[src/rtl/ddrc_pkg.sv]
`timescale 1ns / 1ps

package ddrc_pkg;

	// Geometry defaults
	localparam int CYLINDERS_DEF = 203;
	localparam int SECTORS_DEF   = 12;

	// Request codes
	typedef enum logic [1:0] {
		REQ_WRITE = 2'd0,
		REQ_READ  = 2'd1,
		REQ_TICK  = 2'd2
	} req_type_t;

	// Register select codes
	localparam logic [1:0] REG_CSR = 2'd0;
	localparam logic [1:0] REG_WC  = 2'd1;
	localparam logic [1:0] REG_BA  = 2'd2;
	localparam logic [1:0] REG_DA  = 2'd3;

	// Control/status fields
	localparam logic [2:0]  FUNC_READ = 3'd2;
	localparam logic [15:0] READY_BIT = 16'o000200;
	localparam logic [15:0] GO_CLEAR  = 16'o177776;

	// Command start, from the register block to the engine
	typedef struct packed {
		logic        start;
		logic        done;
		logic [15:0] count;
		logic [15:0] addr;
		logic [15:0] disk;
	} cmd_t;

	// Engine status, back to the register block and the result stage
	typedef struct packed {
		logic active;
		logic xfer;
		logic finish;
	} xfer_stat_t;

	// Location of the next word
	typedef struct packed {
		logic [2:0] drive;
		logic [7:0] cylinder;
		logic       surface;
		logic [3:0] sector;
		logic [7:0] word;
	} loc_t;

endpackage

[src/rtl/ddrc_if.sv]
`timescale 1ns / 1ps

interface ddrc_req_if;
	logic        valid;
	logic        ready;
	logic [1:0]  req_type;
	logic [1:0]  reg_sel;
	logic [15:0] write_data;
	logic [15:0] disk_data;

	modport source (output valid, req_type, reg_sel, write_data, disk_data, input ready);
	modport sink   (input valid, req_type, reg_sel, write_data, disk_data, output ready);
	modport monitor (input valid, ready, req_type, reg_sel, write_data, disk_data);
endinterface

interface ddrc_res_if;
	logic        valid;
	logic        ready;
	logic [15:0] read_data;
	logic        mem_write_valid;
	logic [15:0] mem_addr;
	logic [15:0] mem_data;
	logic [2:0]  loc_drive;
	logic [7:0]  loc_cylinder;
	logic        loc_surface;
	logic [3:0]  loc_sector;
	logic [7:0]  loc_word;
	logic        busy_res;
	logic        done_res;

	modport source (output valid, read_data, mem_write_valid, mem_addr, mem_data,
		loc_drive, loc_cylinder, loc_surface, loc_sector, loc_word, busy_res, done_res,
		input ready);
	modport sink (input valid, read_data, mem_write_valid, mem_addr, mem_data,
		loc_drive, loc_cylinder, loc_surface, loc_sector, loc_word, busy_res, done_res,
		output ready);
	modport monitor (input valid, ready, read_data, mem_write_valid, mem_addr, mem_data,
		loc_drive, loc_cylinder, loc_surface, loc_sector, loc_word, busy_res, done_res);
endinterface

[src/rtl/ddrc_regs.sv]
`timescale 1ns / 1ps

module ddrc_regs (
	input  logic                clk,
	input  logic                arst_n,
	input  logic                step,
	input  logic [1:0]          req_type,
	input  logic [1:0]          reg_sel,
	input  logic [15:0]         write_data,
	input  ddrc_pkg::xfer_stat_t stat,
	output logic [15:0]         read_data,
	output ddrc_pkg::cmd_t      cmd
);

	logic [15:0] csr_q;
	logic [15:0] wc_q;
	logic [15:0] ba_q;
	logic [15:0] da_q;
	logic [15:0] csr_nxt;
	logic        wr;
	logic        tick;
	logic        go;

	assign wr   = step && (req_type == ddrc_pkg::REQ_WRITE);
	assign tick = step && (req_type == ddrc_pkg::REQ_TICK);
	assign go   = tick && !stat.active && csr_q[0];

	always_comb begin
		read_data = '0;
		if (req_type == ddrc_pkg::REQ_READ) begin
			case (reg_sel)
				ddrc_pkg::REG_CSR: read_data = csr_q;
				ddrc_pkg::REG_WC:  read_data = wc_q;
				ddrc_pkg::REG_BA:  read_data = ba_q;
				ddrc_pkg::REG_DA:  read_data = da_q;
				default:           read_data = '0;
			endcase
		end
	end

	always_comb begin
		cmd.start = 1'b0;
		cmd.done  = 1'b0;
		cmd.count = wc_q;
		cmd.addr  = ba_q;
		cmd.disk  = da_q;
		csr_nxt   = csr_q;
		if (wr && (reg_sel == ddrc_pkg::REG_CSR)) begin
			csr_nxt = write_data;
		end else if (stat.finish) begin
			csr_nxt = csr_q | ddrc_pkg::READY_BIT;
		end else if (go) begin
			// Start a read only with a negative count; anything else completes now
			if ((csr_q[3:1] == ddrc_pkg::FUNC_READ) && wc_q[15]) begin
				cmd.start = 1'b1;
				csr_nxt   = csr_q & ddrc_pkg::GO_CLEAR;
			end else begin
				cmd.done = 1'b1;
				csr_nxt  = (csr_q & ddrc_pkg::GO_CLEAR) | ddrc_pkg::READY_BIT;
			end
		end
	end

	always_ff @(posedge clk or negedge arst_n) begin
		if (!arst_n) begin
			csr_q <= '0;
			wc_q  <= '0;
			ba_q  <= '0;
			da_q  <= '0;
		end else begin
			csr_q <= csr_nxt;
			if (wr && (reg_sel == ddrc_pkg::REG_WC)) wc_q <= write_data;
			if (wr && (reg_sel == ddrc_pkg::REG_BA)) ba_q <= write_data;
			if (wr && (reg_sel == ddrc_pkg::REG_DA)) da_q <= write_data;
		end
	end

endmodule

[src/rtl/ddrc_xfer.sv]
`timescale 1ns / 1ps

module ddrc_xfer #(
	parameter int CYLINDERS         = ddrc_pkg::CYLINDERS_DEF,
	parameter int SECTORS_PER_TRACK = ddrc_pkg::SECTORS_DEF
) (
	input  logic                 clk,
	input  logic                 arst_n,
	input  logic                 tick,
	input  ddrc_pkg::cmd_t       cmd,
	output ddrc_pkg::xfer_stat_t stat,
	output logic [15:0]          work_addr,
	output logic                 active_nxt,
	output ddrc_pkg::loc_t       loc_out
);

	logic           active_q;
	logic [15:0]    count_q;
	logic [15:0]    addr_q;
	ddrc_pkg::loc_t loc_q;
	ddrc_pkg::loc_t loc_adv;
	ddrc_pkg::loc_t loc_nxt;
	logic [15:0]    count_inc;
	logic           adv;
	logic           word_carry;
	logic [4:0]     sec_inc;
	logic           sec_wrap;
	logic [7:0]     cyl_tab [256];
	logic [3:0]     sec_tab [16];

	// Reported cylinder and sector are the counters modulo the geometry
	for (genvar g = 0; g < 256; g++) begin : g_cyl
		localparam logic [7:0] CylMod = 8'(g % CYLINDERS);
		assign cyl_tab[g] = CylMod;
	end
	for (genvar g = 0; g < 16; g++) begin : g_sec
		localparam logic [3:0] SecMod = 4'(g % SECTORS_PER_TRACK);
		assign sec_tab[g] = SecMod;
	end

	assign adv       = tick && active_q;
	assign count_inc = count_q + 16'd1;

	always_comb begin
		word_carry       = (loc_q.word == 8'hFF);
		sec_inc          = {1'b0, loc_q.sector} + 5'(word_carry);
		sec_wrap         = (sec_inc >= 5'(SECTORS_PER_TRACK));
		loc_adv.drive    = loc_q.drive;
		loc_adv.word     = loc_q.word + 8'd1;
		loc_adv.sector   = sec_wrap ? 4'd0 : sec_inc[3:0];
		loc_adv.surface  = loc_q.surface ^ sec_wrap;
		loc_adv.cylinder = loc_q.cylinder + 8'(sec_wrap && loc_q.surface);
	end

	always_comb begin
		loc_nxt = loc_q;
		if (cmd.start) begin
			loc_nxt.drive    = cmd.disk[15:13];
			loc_nxt.cylinder = cmd.disk[12:5];
			loc_nxt.surface  = cmd.disk[4];
			loc_nxt.sector   = cmd.disk[3:0];
			loc_nxt.word     = '0;
		end else if (adv) begin
			loc_nxt = loc_adv;
		end
	end

	assign stat.active = active_q;
	assign stat.xfer   = adv;
	assign stat.finish = adv && !count_inc[15];
	assign work_addr   = addr_q;
	assign active_nxt  = cmd.start || (active_q && !stat.finish);

	always_comb begin
		loc_out          = loc_nxt;
		loc_out.cylinder = cyl_tab[loc_nxt.cylinder];
		loc_out.sector   = sec_tab[loc_nxt.sector];
	end

	always_ff @(posedge clk or negedge arst_n) begin
		if (!arst_n) begin
			active_q <= 1'b0;
			count_q  <= '0;
			addr_q   <= '0;
			loc_q    <= '0;
		end else begin
			active_q <= active_nxt;
			loc_q    <= loc_nxt;
			if (cmd.start) begin
				count_q <= cmd.count;
				addr_q  <= cmd.addr;
			end else if (adv) begin
				count_q <= count_inc;
				addr_q  <= addr_q + 16'd2;
			end
		end
	end

endmodule

[src/rtl/disk_dma_read_controller.sv]
`timescale 1ns / 1ps

// Disk DMA read controller.
// Channel req carries one request per handshake: a register write, a
// register read, or a tick that advances the controller (req_type). On a
// tick during a read transfer, disk_data must hold the word at the location
// reported by the previous result.
// Channel res returns exactly one result per request: read data, the memory
// write (address, data, strobe), the location of the next word, busy and done.
// From request accept to result valid a request passes the input register,
// which loads on the accept edge, and then the result register.
// Throughput is one request per cycle while res.ready holds no result back;
// the register block, transfer engine and location counters all update in
// the single pass between those two registers.
// Reset clears all bus registers, the engine and both stage valid flags;
// the channels come up empty and a request may be taken once reset ends.
// When the receiver holds res.ready low, the result is held, the input stage
// fills, and req.ready drops until the result is taken; nothing is lost.
module disk_dma_read_controller #(
	parameter int CYLINDERS         = ddrc_pkg::CYLINDERS_DEF,
	parameter int SECTORS_PER_TRACK = ddrc_pkg::SECTORS_DEF
) (
	input logic      clk,
	input logic      arst_n,
	ddrc_req_if.sink req,
	ddrc_res_if.source res
);

	logic                 valid_s1;
	logic [1:0]           req_type_s1;
	logic [1:0]           reg_sel_s1;
	logic [15:0]          write_data_s1;
	logic [15:0]          disk_data_s1;
	logic                 advance;
	logic                 step;
	logic                 tick;
	logic [15:0]          read_data;
	ddrc_pkg::cmd_t       cmd;
	ddrc_pkg::xfer_stat_t stat;
	logic [15:0]          work_addr;
	logic                 active_nxt;
	ddrc_pkg::loc_t       loc_out;

	logic                 res_valid_q;
	logic [15:0]          read_data_q;
	logic                 mem_write_valid_q;
	logic [15:0]          mem_addr_q;
	logic [15:0]          mem_data_q;
	ddrc_pkg::loc_t       loc_q;
	logic                 busy_q;
	logic                 done_q;

	assign advance   = !res_valid_q || res.ready;
	assign step      = valid_s1 && advance;
	assign tick      = step && (req_type_s1 == ddrc_pkg::REQ_TICK);
	assign req.ready = advance || !valid_s1;

	always_ff @(posedge clk or negedge arst_n) begin
		if (!arst_n) begin
			valid_s1 <= 1'b0;
		end else if (req.ready) begin
			valid_s1 <= req.valid;
		end
	end

	always_ff @(posedge clk) begin
		if (req.ready && req.valid) begin
			req_type_s1   <= req.req_type;
			reg_sel_s1    <= req.reg_sel;
			write_data_s1 <= req.write_data;
			disk_data_s1  <= req.disk_data;
		end
	end

	ddrc_regs u_regs (
		.clk        (clk),
		.arst_n     (arst_n),
		.step       (step),
		.req_type   (req_type_s1),
		.reg_sel    (reg_sel_s1),
		.write_data (write_data_s1),
		.stat       (stat),
		.read_data  (read_data),
		.cmd        (cmd)
	);

	ddrc_xfer #(
		.CYLINDERS         (CYLINDERS),
		.SECTORS_PER_TRACK (SECTORS_PER_TRACK)
	) u_xfer (
		.clk        (clk),
		.arst_n     (arst_n),
		.tick       (tick),
		.cmd        (cmd),
		.stat       (stat),
		.work_addr  (work_addr),
		.active_nxt (active_nxt),
		.loc_out    (loc_out)
	);

	always_ff @(posedge clk or negedge arst_n) begin
		if (!arst_n) begin
			res_valid_q <= 1'b0;
		end else if (advance) begin
			res_valid_q <= valid_s1;
		end
	end

	always_ff @(posedge clk) begin
		if (step) begin
			read_data_q       <= read_data;
			mem_write_valid_q <= stat.xfer;
			mem_addr_q        <= stat.xfer ? work_addr : 16'd0;
			mem_data_q        <= stat.xfer ? disk_data_s1 : 16'd0;
			loc_q             <= loc_out;
			busy_q            <= active_nxt;
			done_q            <= stat.finish || cmd.done;
		end
	end

	assign res.valid           = res_valid_q;
	assign res.read_data       = read_data_q;
	assign res.mem_write_valid = mem_write_valid_q;
	assign res.mem_addr        = mem_addr_q;
	assign res.mem_data        = mem_data_q;
	assign res.loc_drive       = loc_q.drive;
	assign res.loc_cylinder    = loc_q.cylinder;
	assign res.loc_surface     = loc_q.surface;
	assign res.loc_sector      = loc_q.sector;
	assign res.loc_word        = loc_q.word;
	assign res.busy_res        = busy_q;
	assign res.done_res        = done_q;

endmodule

[src/flat_wrapper.sv]
// flat-port wrapper written by rule: the top's interface ports become plain ports
module disk_dma_read_controller_flat 
#(
	parameter int CYLINDERS         = ddrc_pkg::CYLINDERS_DEF,
	parameter int SECTORS_PER_TRACK = ddrc_pkg::SECTORS_DEF
)
  (clk, arst_n, req_valid, req_req_type, req_reg_sel, req_write_data, req_disk_data, req_ready, res_valid, res_read_data, res_mem_write_valid, res_mem_addr, res_mem_data, res_loc_drive, res_loc_cylinder, res_loc_surface, res_loc_sector, res_loc_word, res_busy_res, res_done_res, res_ready);
  ddrc_req_if req_i ();
  ddrc_res_if res_i ();
  input logic clk;
  input logic arst_n;
  input wire logic [$bits(req_i.valid)-1:0] req_valid;
  input wire logic [$bits(req_i.req_type)-1:0] req_req_type;
  input wire logic [$bits(req_i.reg_sel)-1:0] req_reg_sel;
  input wire logic [$bits(req_i.write_data)-1:0] req_write_data;
  input wire logic [$bits(req_i.disk_data)-1:0] req_disk_data;
  output wire logic [$bits(req_i.ready)-1:0] req_ready;
  output wire logic [$bits(res_i.valid)-1:0] res_valid;
  output wire logic [$bits(res_i.read_data)-1:0] res_read_data;
  output wire logic [$bits(res_i.mem_write_valid)-1:0] res_mem_write_valid;
  output wire logic [$bits(res_i.mem_addr)-1:0] res_mem_addr;
  output wire logic [$bits(res_i.mem_data)-1:0] res_mem_data;
  output wire logic [$bits(res_i.loc_drive)-1:0] res_loc_drive;
  output wire logic [$bits(res_i.loc_cylinder)-1:0] res_loc_cylinder;
  output wire logic [$bits(res_i.loc_surface)-1:0] res_loc_surface;
  output wire logic [$bits(res_i.loc_sector)-1:0] res_loc_sector;
  output wire logic [$bits(res_i.loc_word)-1:0] res_loc_word;
  output wire logic [$bits(res_i.busy_res)-1:0] res_busy_res;
  output wire logic [$bits(res_i.done_res)-1:0] res_done_res;
  input wire logic [$bits(res_i.ready)-1:0] res_ready;
  assign req_i.valid = req_valid;
  assign req_i.req_type = req_req_type;
  assign req_i.reg_sel = req_reg_sel;
  assign req_i.write_data = req_write_data;
  assign req_i.disk_data = req_disk_data;
  assign req_ready = req_i.ready;
  assign res_valid = res_i.valid;
  assign res_read_data = res_i.read_data;
  assign res_mem_write_valid = res_i.mem_write_valid;
  assign res_mem_addr = res_i.mem_addr;
  assign res_mem_data = res_i.mem_data;
  assign res_loc_drive = res_i.loc_drive;
  assign res_loc_cylinder = res_i.loc_cylinder;
  assign res_loc_surface = res_i.loc_surface;
  assign res_loc_sector = res_i.loc_sector;
  assign res_loc_word = res_i.loc_word;
  assign res_busy_res = res_i.busy_res;
  assign res_done_res = res_i.done_res;
  assign res_i.ready = res_ready;
  disk_dma_read_controller #(.CYLINDERS(CYLINDERS), .SECTORS_PER_TRACK(SECTORS_PER_TRACK)) u_core (.clk(clk), .arst_n(arst_n), .req(req_i), .res(res_i));
endmodule
[config.mk]
export PLATFORM = sky130hd
export DESIGN_NAME = disk_dma_read_controller_flat
export DESIGN_NICKNAME = d
export VERILOG_FILES = /design/src/rtl/ddrc_pkg.sv /design/src/rtl/ddrc_if.sv /design/src/rtl/ddrc_regs.sv /design/src/rtl/ddrc_xfer.sv /design/src/rtl/disk_dma_read_controller.sv /design/src/flat_wrapper.sv
export SDC_FILE = /design/constraint.sdc
export NUM_CORES = 1
export LEC_CHECK = 0
export BUFFER_PORTS_ARGS = -buffer_cell sky130_fd_sc_hd__buf_2
export CAP_MARGIN = 10
export CORE_MARGIN = 4
export CORE_UTILIZATION = 35
export DETAILED_ROUTE_END_ITERATION = 10
export GPL_ROUTABILITY_DRIVEN = 0
export PLACE_DENSITY = 0.54
export SKIP_CTS_REPAIR_TIMING = 1
export SLEW_MARGIN = 20
export SYNTH_ARGS = -nofsm -noshare
export SYNTH_HDL_FRONTEND = slang
export SYNTH_HIERARCHICAL = 1
export SYNTH_SLANG_ARGS = --single-unit
export TNS_END_PERCENT = 1
[constraint.sdc]
create_clock -name clk -period 5 [get_ports clk]
set_input_delay 0.5 -clock clk [delete_from_list [all_inputs] [get_ports clk]]
set_output_delay 0.5 -clock clk [all_outputs]
set_load 0.01 [all_outputs]
======== Yosys cells after proc, flatten, opt, wreduce, memory -nomap -nowiden ========
Memories as Yosys holds them, arrays and structs flattened. A register that Yosys moved wholly into a read port is not among the register bits.
Index checks and enable logic that the tools add are counted.
word-level totals
  register bits after elaboration ......... 222
  ROM bits ................................ 2,112
  input port bits ......................... 40
  logic and storage cells ................. 97
  memories kept ........................... 2
memories
  name             depth  width  read ports  clocked after Yosys merged registers in  write ports  RTL line         text
  (no name shown)  256    8      1           1                                        0            ddrc_xfer.sv:76  loc_out.cylinder = cyl_tab[loc_nxt.cylinder];
  (no name shown)  16     4      1           1                                        0            ddrc_xfer.sv:77  loc_out.sector = sec_tab[loc_nxt.sector];
cells by class
  add/subtract/negate cells ............... 5
  order comparisons ....................... 1
  equal/unequal tests ..................... 9
  muxes and demuxes ....................... 17
  bitwise logic cells ..................... 3
  reductions and logical operators ........ 31
operator list
  cell                                                                number
  two-way mux 16 bit                                                  5
  case mux 16 bit (4 select lines)                                    1
  two-way mux 24 bit                                                  1
  two-way mux 8 bit                                                   3
  two-way mux 21 bit                                                  1
  adder 16 x 1 -> 16 bit (second input constant)                      1
  adder 16 x 2 -> 16 bit (second input constant)                      1
  logical AND 1 bit                                                   15
  NOT 8 -> 9 bit                                                      1
  adder 8 x 1 -> 8 bit                                                1
  adder 8 x 1 -> 8 bit (second input constant)                        1
  == test 8 bit (second input constant)                               1
  == test 2 bit (second input constant)                               3
  two-way mux 2 bit                                                   3
  adder 4 x 1 -> 5 bit                                                1
  greater-or-equal comparator 5 x 4 -> 1 bit (second input constant)  1
  logical NOT 1 bit                                                   5
  NOT 4 -> 5 bit                                                      1
  == test 2 x 1 -> 1 bit (second input constant)                      2
  logical NOT 2 bit                                                   2
  logical OR 1 bit                                                    4
  two-way mux 4 bit                                                   1
  AND reduction 2 bit                                                 2
  nonzero test 2 bit                                                  2
  other kinds (6)                                                     7

======== Logic depth before layout (Yosys ltp) ========
  depth after elaboration ................. 11
  depth in mapped cells ................... 19
  gate-level depth less buffers ........... 19

======== Cells and area by module ========
Netlist, hierarchy kept.
modules (own cells, without submodules)
  module                    times used  cells each  area an instance (um^2)  seq. area each (um^2)
  disk_dma_read_controller  1           156         3,653.5                  3,383.2
  ddrc_xfer                 1           380         3,413.3                  1,426.4
  ddrc_regs                 1           186         3,121.7                  1,601.5

======== Worst setup path after synthesis ========
No wires, ideal clock.
  path kind ............................... input port to flip-flop
  from .................................... input res_ready
  to ...................................... register u_core.loc_q, in the netlist u_core/res.loc_drive[0], data pin
  arrival time ............................ 4.374 ns
  slack ................................... 0.375 ns
  stages on the path ...................... 11
  path through ............................ nand2b_1 -> and2_1 -> nand2b_4 -> or3_1 -> nor2_1 -> buf_4 -> buf_4 -> buf_2 -> buf_1 -> mux2_2 -> buf_4
RTL lines
  element               RTL line                         text
  start, declared       flat_wrapper.sv:30               input wire logic [$bits(res_i.ready)-1:0] res_ready;
  end signal, assigned  disk_dma_read_controller.sv:115  loc_q <= loc_out;
  end, declared         disk_dma_read_controller.sv:49   ddrc_pkg::loc_t loc_q;

==> impl_metrics.yaml <==
power_and_ir_drop:
  power.share.switching_pct: 24.5
  total_switching_power_w: 0.00121
  pwr-share-seq_pct: 51.6
  p_per_area_mw_per_mm2: 416
  logic_pwr_share_pct: 11.9
  leakage_nw: 4.83
  irDropWorstVdd_mv: 0.199
  intPower_w: 0.00372
  power.share.clock_pct: 36.6
die:
  die-height_um: 179
  floorplan.initialDensity_pct: 35.5
  die_area_mm2: 0.0319
  coreArea_mm2: 0.0287
  io_pins: 117
  row_count: 62
  chipWidth_um: 179
cts:
  cts_htree_levels: 1
  cts-buffers-inserted: 26
  clk_slew_on_worst_s_h_paths_ns: 0.06
  cts.root.buffer_cell: "sky130_fd_sc_hd__clkbuf_16"
  clock_insertion_delay_at_the_later_pin_of_the_skew_report_ns: 0.52
  clock_tree_from_tritoncts: "done"
  clkSinkCount: 234
  cts-root-to-sink-buffers: 3
global_route:
  globalRoute.totalOverflow: 0
  initial_antenna_violation_count: 0
  grt_busiest_layer: "met1"
  use_met1_pct: 21.9
  global_route.usage.met3_pct: 2.33
  grt.total_usage_pct: 14.1
  grt_pass1_vias: 6057
  grt_pass1_wl_um: 35600
  met2_usage_grt_pct: 20.6
  grt_start_max_net_pins: 77
final_layout:
  finish.net_count: 885
  layout-drive-gt1-share_pct: 30.3
  layout.filler_cells: 2743
  antenna_cells_inserted: 0
  stdcell_area_mm2: 0.0119
  area_delta_synth_final_pct: 16.4
synth:
  ys_seq_area_share_pct: 62.9
  post_synth_instance_area_mm2: 0.0102
  synth.area.mux_share_pct: 12.3
  most_frequently_used_flop_master_after_synthesis: "sky130_fd_sc_hd__dfrtp_1"
  number_of_different_library_cells_in_the_post_synthesis_netlist: 71
  syn-mean-instance-area_um2: 14.1
  synth_warnings: 6
  synth_simple_gate_area_share_pct: 11.7
  synth.top_cell.area_share_pct: 32.7
  synth_compound_area_share_pct: 5.11
  synth_top_family_by_area: "multiplexers"
  post_synth_xor_area_fraction_pct: 3.01
  area_share_of_fa_ha_maj_cells_after_synthesis_pct: 1.35
  async_reset_ff_share_pct: 52.6
  synthDominantAreaCellType: "sky130_fd_sc_hd__edfxtp_1"
  synth_top_cells_by_area: "sky130_fd_sc_hd__edfxtp_1 (33%), sky130_fd_sc_hd__dfrtp_1 (30%), sky130_fd_sc_hd__mux2_2 (6.2%)"
  syn_nets: 773
  syn-instance-count: 722
  synth-edff-count: 111
  synth.ff_latch_count: 234
hold_path:
  type_of_the_worst_min_delay_path: "in2reg"
routing:
  drt-initial-drc-count: 403
  vias_per_inst: 4.76
  post-route-drc-count: 0
  finalWirelength_um: 22100
  routed_vias: 5888
  dr.pass1.iters: 5
  wl_per_cell_um: 17.9
  number_of_nets_with_antenna_violations_after_routing: 0
placed_design:
  postPlaceCellArea_mm2: 0.0110
  hpwl_um: 14800
  port_buffers: 116
  detailedPlace.worstSlack_ns: 0.777
timing:
  grt_setup_unrepaired: "no"
  hold_viol_final: 0
  timing.fmax_mhz: 238
  fin_setup_tns_ns: 0
  fin_worst_skew_ns: 0.0112
  layout_worst_path_cycle_share_pct: 84.2
  worst_slew_pin_slew_ns: 1.05
  finalSetupViolations: 0
  final_critical_path_setup_slack_ns: 0.791
  timing.max_slew.rel_slack_pct: 30.2
  slew_violations: 0
  min_cycle_time_layout_ns: 4.21
run:
  drv.max_cap_violation_count: 0
run_status:
  run_status: "complete, no violations"
worst_setup_path:
  timing.critical_path.arrival_ns: 4.46
  worst-endpoint-required_ns: 5.26
  path_max_fanout: 6
  cp_endpoint_kind: "flop"
  timing.setup.critical_path_class: "reg2reg"
  worst_setup_path_start_kind: "flop"
==> cell type report <==
cell class                      count  area (um2)  share of cell area [%]
Inverter                           14        52.6                   0.443
Clock buffer                       35         736                    6.20
Sequential cell                   234        6410                    54.1
Tap cell                          384         480                    4.05
Multi-Input combinational cell    430        3420                    28.9
Clock inverter                     13        82.6                   0.696
Timing Repair Buffer              128         676                    5.70
==> Yosys cell counts, types with 6 or more instances <==
cell,number
sky130_fd_sc_hd__nand4_1,17
sky130_fd_sc_hd__o21ai_0,47
sky130_fd_sc_hd__dfrtp_1,123
sky130_fd_sc_hd__xor2_1,23
sky130_fd_sc_hd__mux2_2,56
sky130_fd_sc_hd__mux2i_1,7
sky130_fd_sc_hd__clkbuf_1,8
sky130_fd_sc_hd__inv_1,13
sky130_fd_sc_hd__nand2b_1,7
sky130_fd_sc_hd__mux4_2,11
sky130_fd_sc_hd__buf_6,6
sky130_fd_sc_hd__buf_4,19
sky130_fd_sc_hd__a21oi_1,9
sky130_fd_sc_hd__edfxtp_1,111
sky130_fd_sc_hd__nor2b_1,18
sky130_fd_sc_hd__nand2_1,59
sky130_fd_sc_hd__and2_1,36
sky130_fd_sc_hd__ha_1,11
sky130_fd_sc_hd__xnor2_1,12
sky130_fd_sc_hd__mux2_4,10
sky130_fd_sc_hd__nor2_1,26
sky130_fd_sc_hd__nand3_1,11
==> path summary, 6_finish.rpt <==
kind	start	to	slack (ns)	cells past startpoint
worst min-delay path	req_write_data[4]	u_core/write_data_s1[4]	0.15	1
max in group asynchronous	arst_n	u_core/u_regs/ba_q[5]	3.42	3
worst min register to register	u_core/u_xfer/work_addr[0]	u_core/u_xfer/work_addr[0]	0.50	1
min in group asynchronous	arst_n	u_core/u_regs/da_q[12]	0.47	2
worst max register to register	u_core/u_xfer/loc_q[0]	u_core/res.loc_cylinder[1]	0.79	18
worst max-delay path	u_core/u_xfer/loc_q[0]	u_core/res.loc_cylinder[1]	0.79	18
==> routing by layer <==
layer  wire [um]  up-vias
li1            -     2844
met1       11300     2874
met2        9310      146
met3        1130       24
met4         379        0
met5           0        -
==> critical path, stage by stage, from the launching register on <==
cell and delay [ns]:
sky130_fd_sc_hd__dfrtp_1 0.38, sky130_fd_sc_hd__ha_1 0.19, sky130_fd_sc_hd__nand3_1 0.08, sky130_fd_sc_hd__nor2_1 0.12
sky130_fd_sc_hd__ha_1 0.22, sky130_fd_sc_hd__ha_1 0.22, sky130_fd_sc_hd__nor4bb_1 0.07, sky130_fd_sc_hd__o21ai_0 0.20
sky130_fd_sc_hd__a21boi_0 0.32, sky130_fd_sc_hd__inv_1 0.08, sky130_fd_sc_hd__ha_1 0.22, sky130_fd_sc_hd__ha_1 0.22
sky130_fd_sc_hd__ha_1 0.28, sky130_fd_sc_hd__mux2i_1 0.06, sky130_fd_sc_hd__o21ai_0 0.57, sky130_fd_sc_hd__ha_1 0.36
sky130_fd_sc_hd__mux2i_1 0.13, sky130_fd_sc_hd__o31a_1 0.14, sky130_fd_sc_hd__o2bb2ai_1 0.07
==> cell usage in the layout (no fill, tap or decap), drive strengths merged, types with 2 or more instances in the layout <==
cell type  netlist  routed
nand4           17      17
a21oi            9       9
inv             14      14
nand3           14      14
nand4b           2       2
xnor2           12      12
or3              5       5
nand2b           8       8
nand2           59      59
a21boi           4       4
mux2            68      68
nand3b           2       2
nor2            26      26
or2              2       2
clkbuf          11      35
nor3             3       3
nor4             3       3
nor2b           18      18
ha              11      11
buf             33     127
o21ai           49      49
dfrtp          123     123
xor2            23      23
mux4            16      16
o31a             3       3
and3             4       4
and2            36      36
a31oi            2       2
clkinv           0      12
o211ai           2       2
o32ai            2       2
or4              3       3
mux2i            7       7
edfxtp         111     111
==> state kept, by name (all words and copies together) (netlist names), 8 cells and up <==
name / flops
u_core/u_xfer/count_q: 16
u_core/res.mem_data: 16
u_core/res.mem_addr: 16
u_core/write_data_s1: 16
u_core/disk_data_s1: 16
u_core/u_xfer/loc_q: 21
u_core/u_regs/ba_q: 16
u_core/res.loc_word: 8
u_core/res.loc_cylinder: 8
u_core/u_regs/da_q: 16
u_core/u_regs/wc_q: 16
u_core/res.read_data: 16
u_core/u_xfer/work_addr: 16
u_core/u_regs/csr_q: 16
==> per-stage QoR <==
stage | utilization (%) | hold WS [ns] | power (W) | cells
after floorplan | - | 0.204 | 0.00295 | 722
after global placement | 38.4 | 0.484 | 0.00316 | 1189
after detailed placement | 38.4 | 0.482 | 0.00317 | 1189
after CTS | 41.3 | -0.0654 | 0.00501 | 1237
after global routing | 41.3 | 0.135 | 0.00519 | 1238
final | 41.3 | 0.153 | 0.00493 | 1238
==> power by group through the flow <==
stage | clock (W) | combinational (W) | sequential (W)
final | 0.00180 | 0.000585 | 0.00254
after detailed placement | 0 | 0.000595 | 0.00258
after global placement | 0 | 0.000586 | 0.00257
after CTS | 0.00187 | 0.000599 | 0.00254
after global routing | 0.00195 | 0.000652 | 0.00258
after floorplan | 0 | 0.000422 | 0.00252
==> logic make-up (layout without fill, tap and decap cells) <==
kind of cell	count (synthesis)	in the layout
adders and majority gates	11	11
and+or+nand+nor	210	210
buffers and inverters	58	190
AOI/OAI and AO/OA	83	83
xor gates and xnor gates	35	35
DFF	234	234
muxes	91	91
No activity file was read; power rests on OpenSTA's default activity.
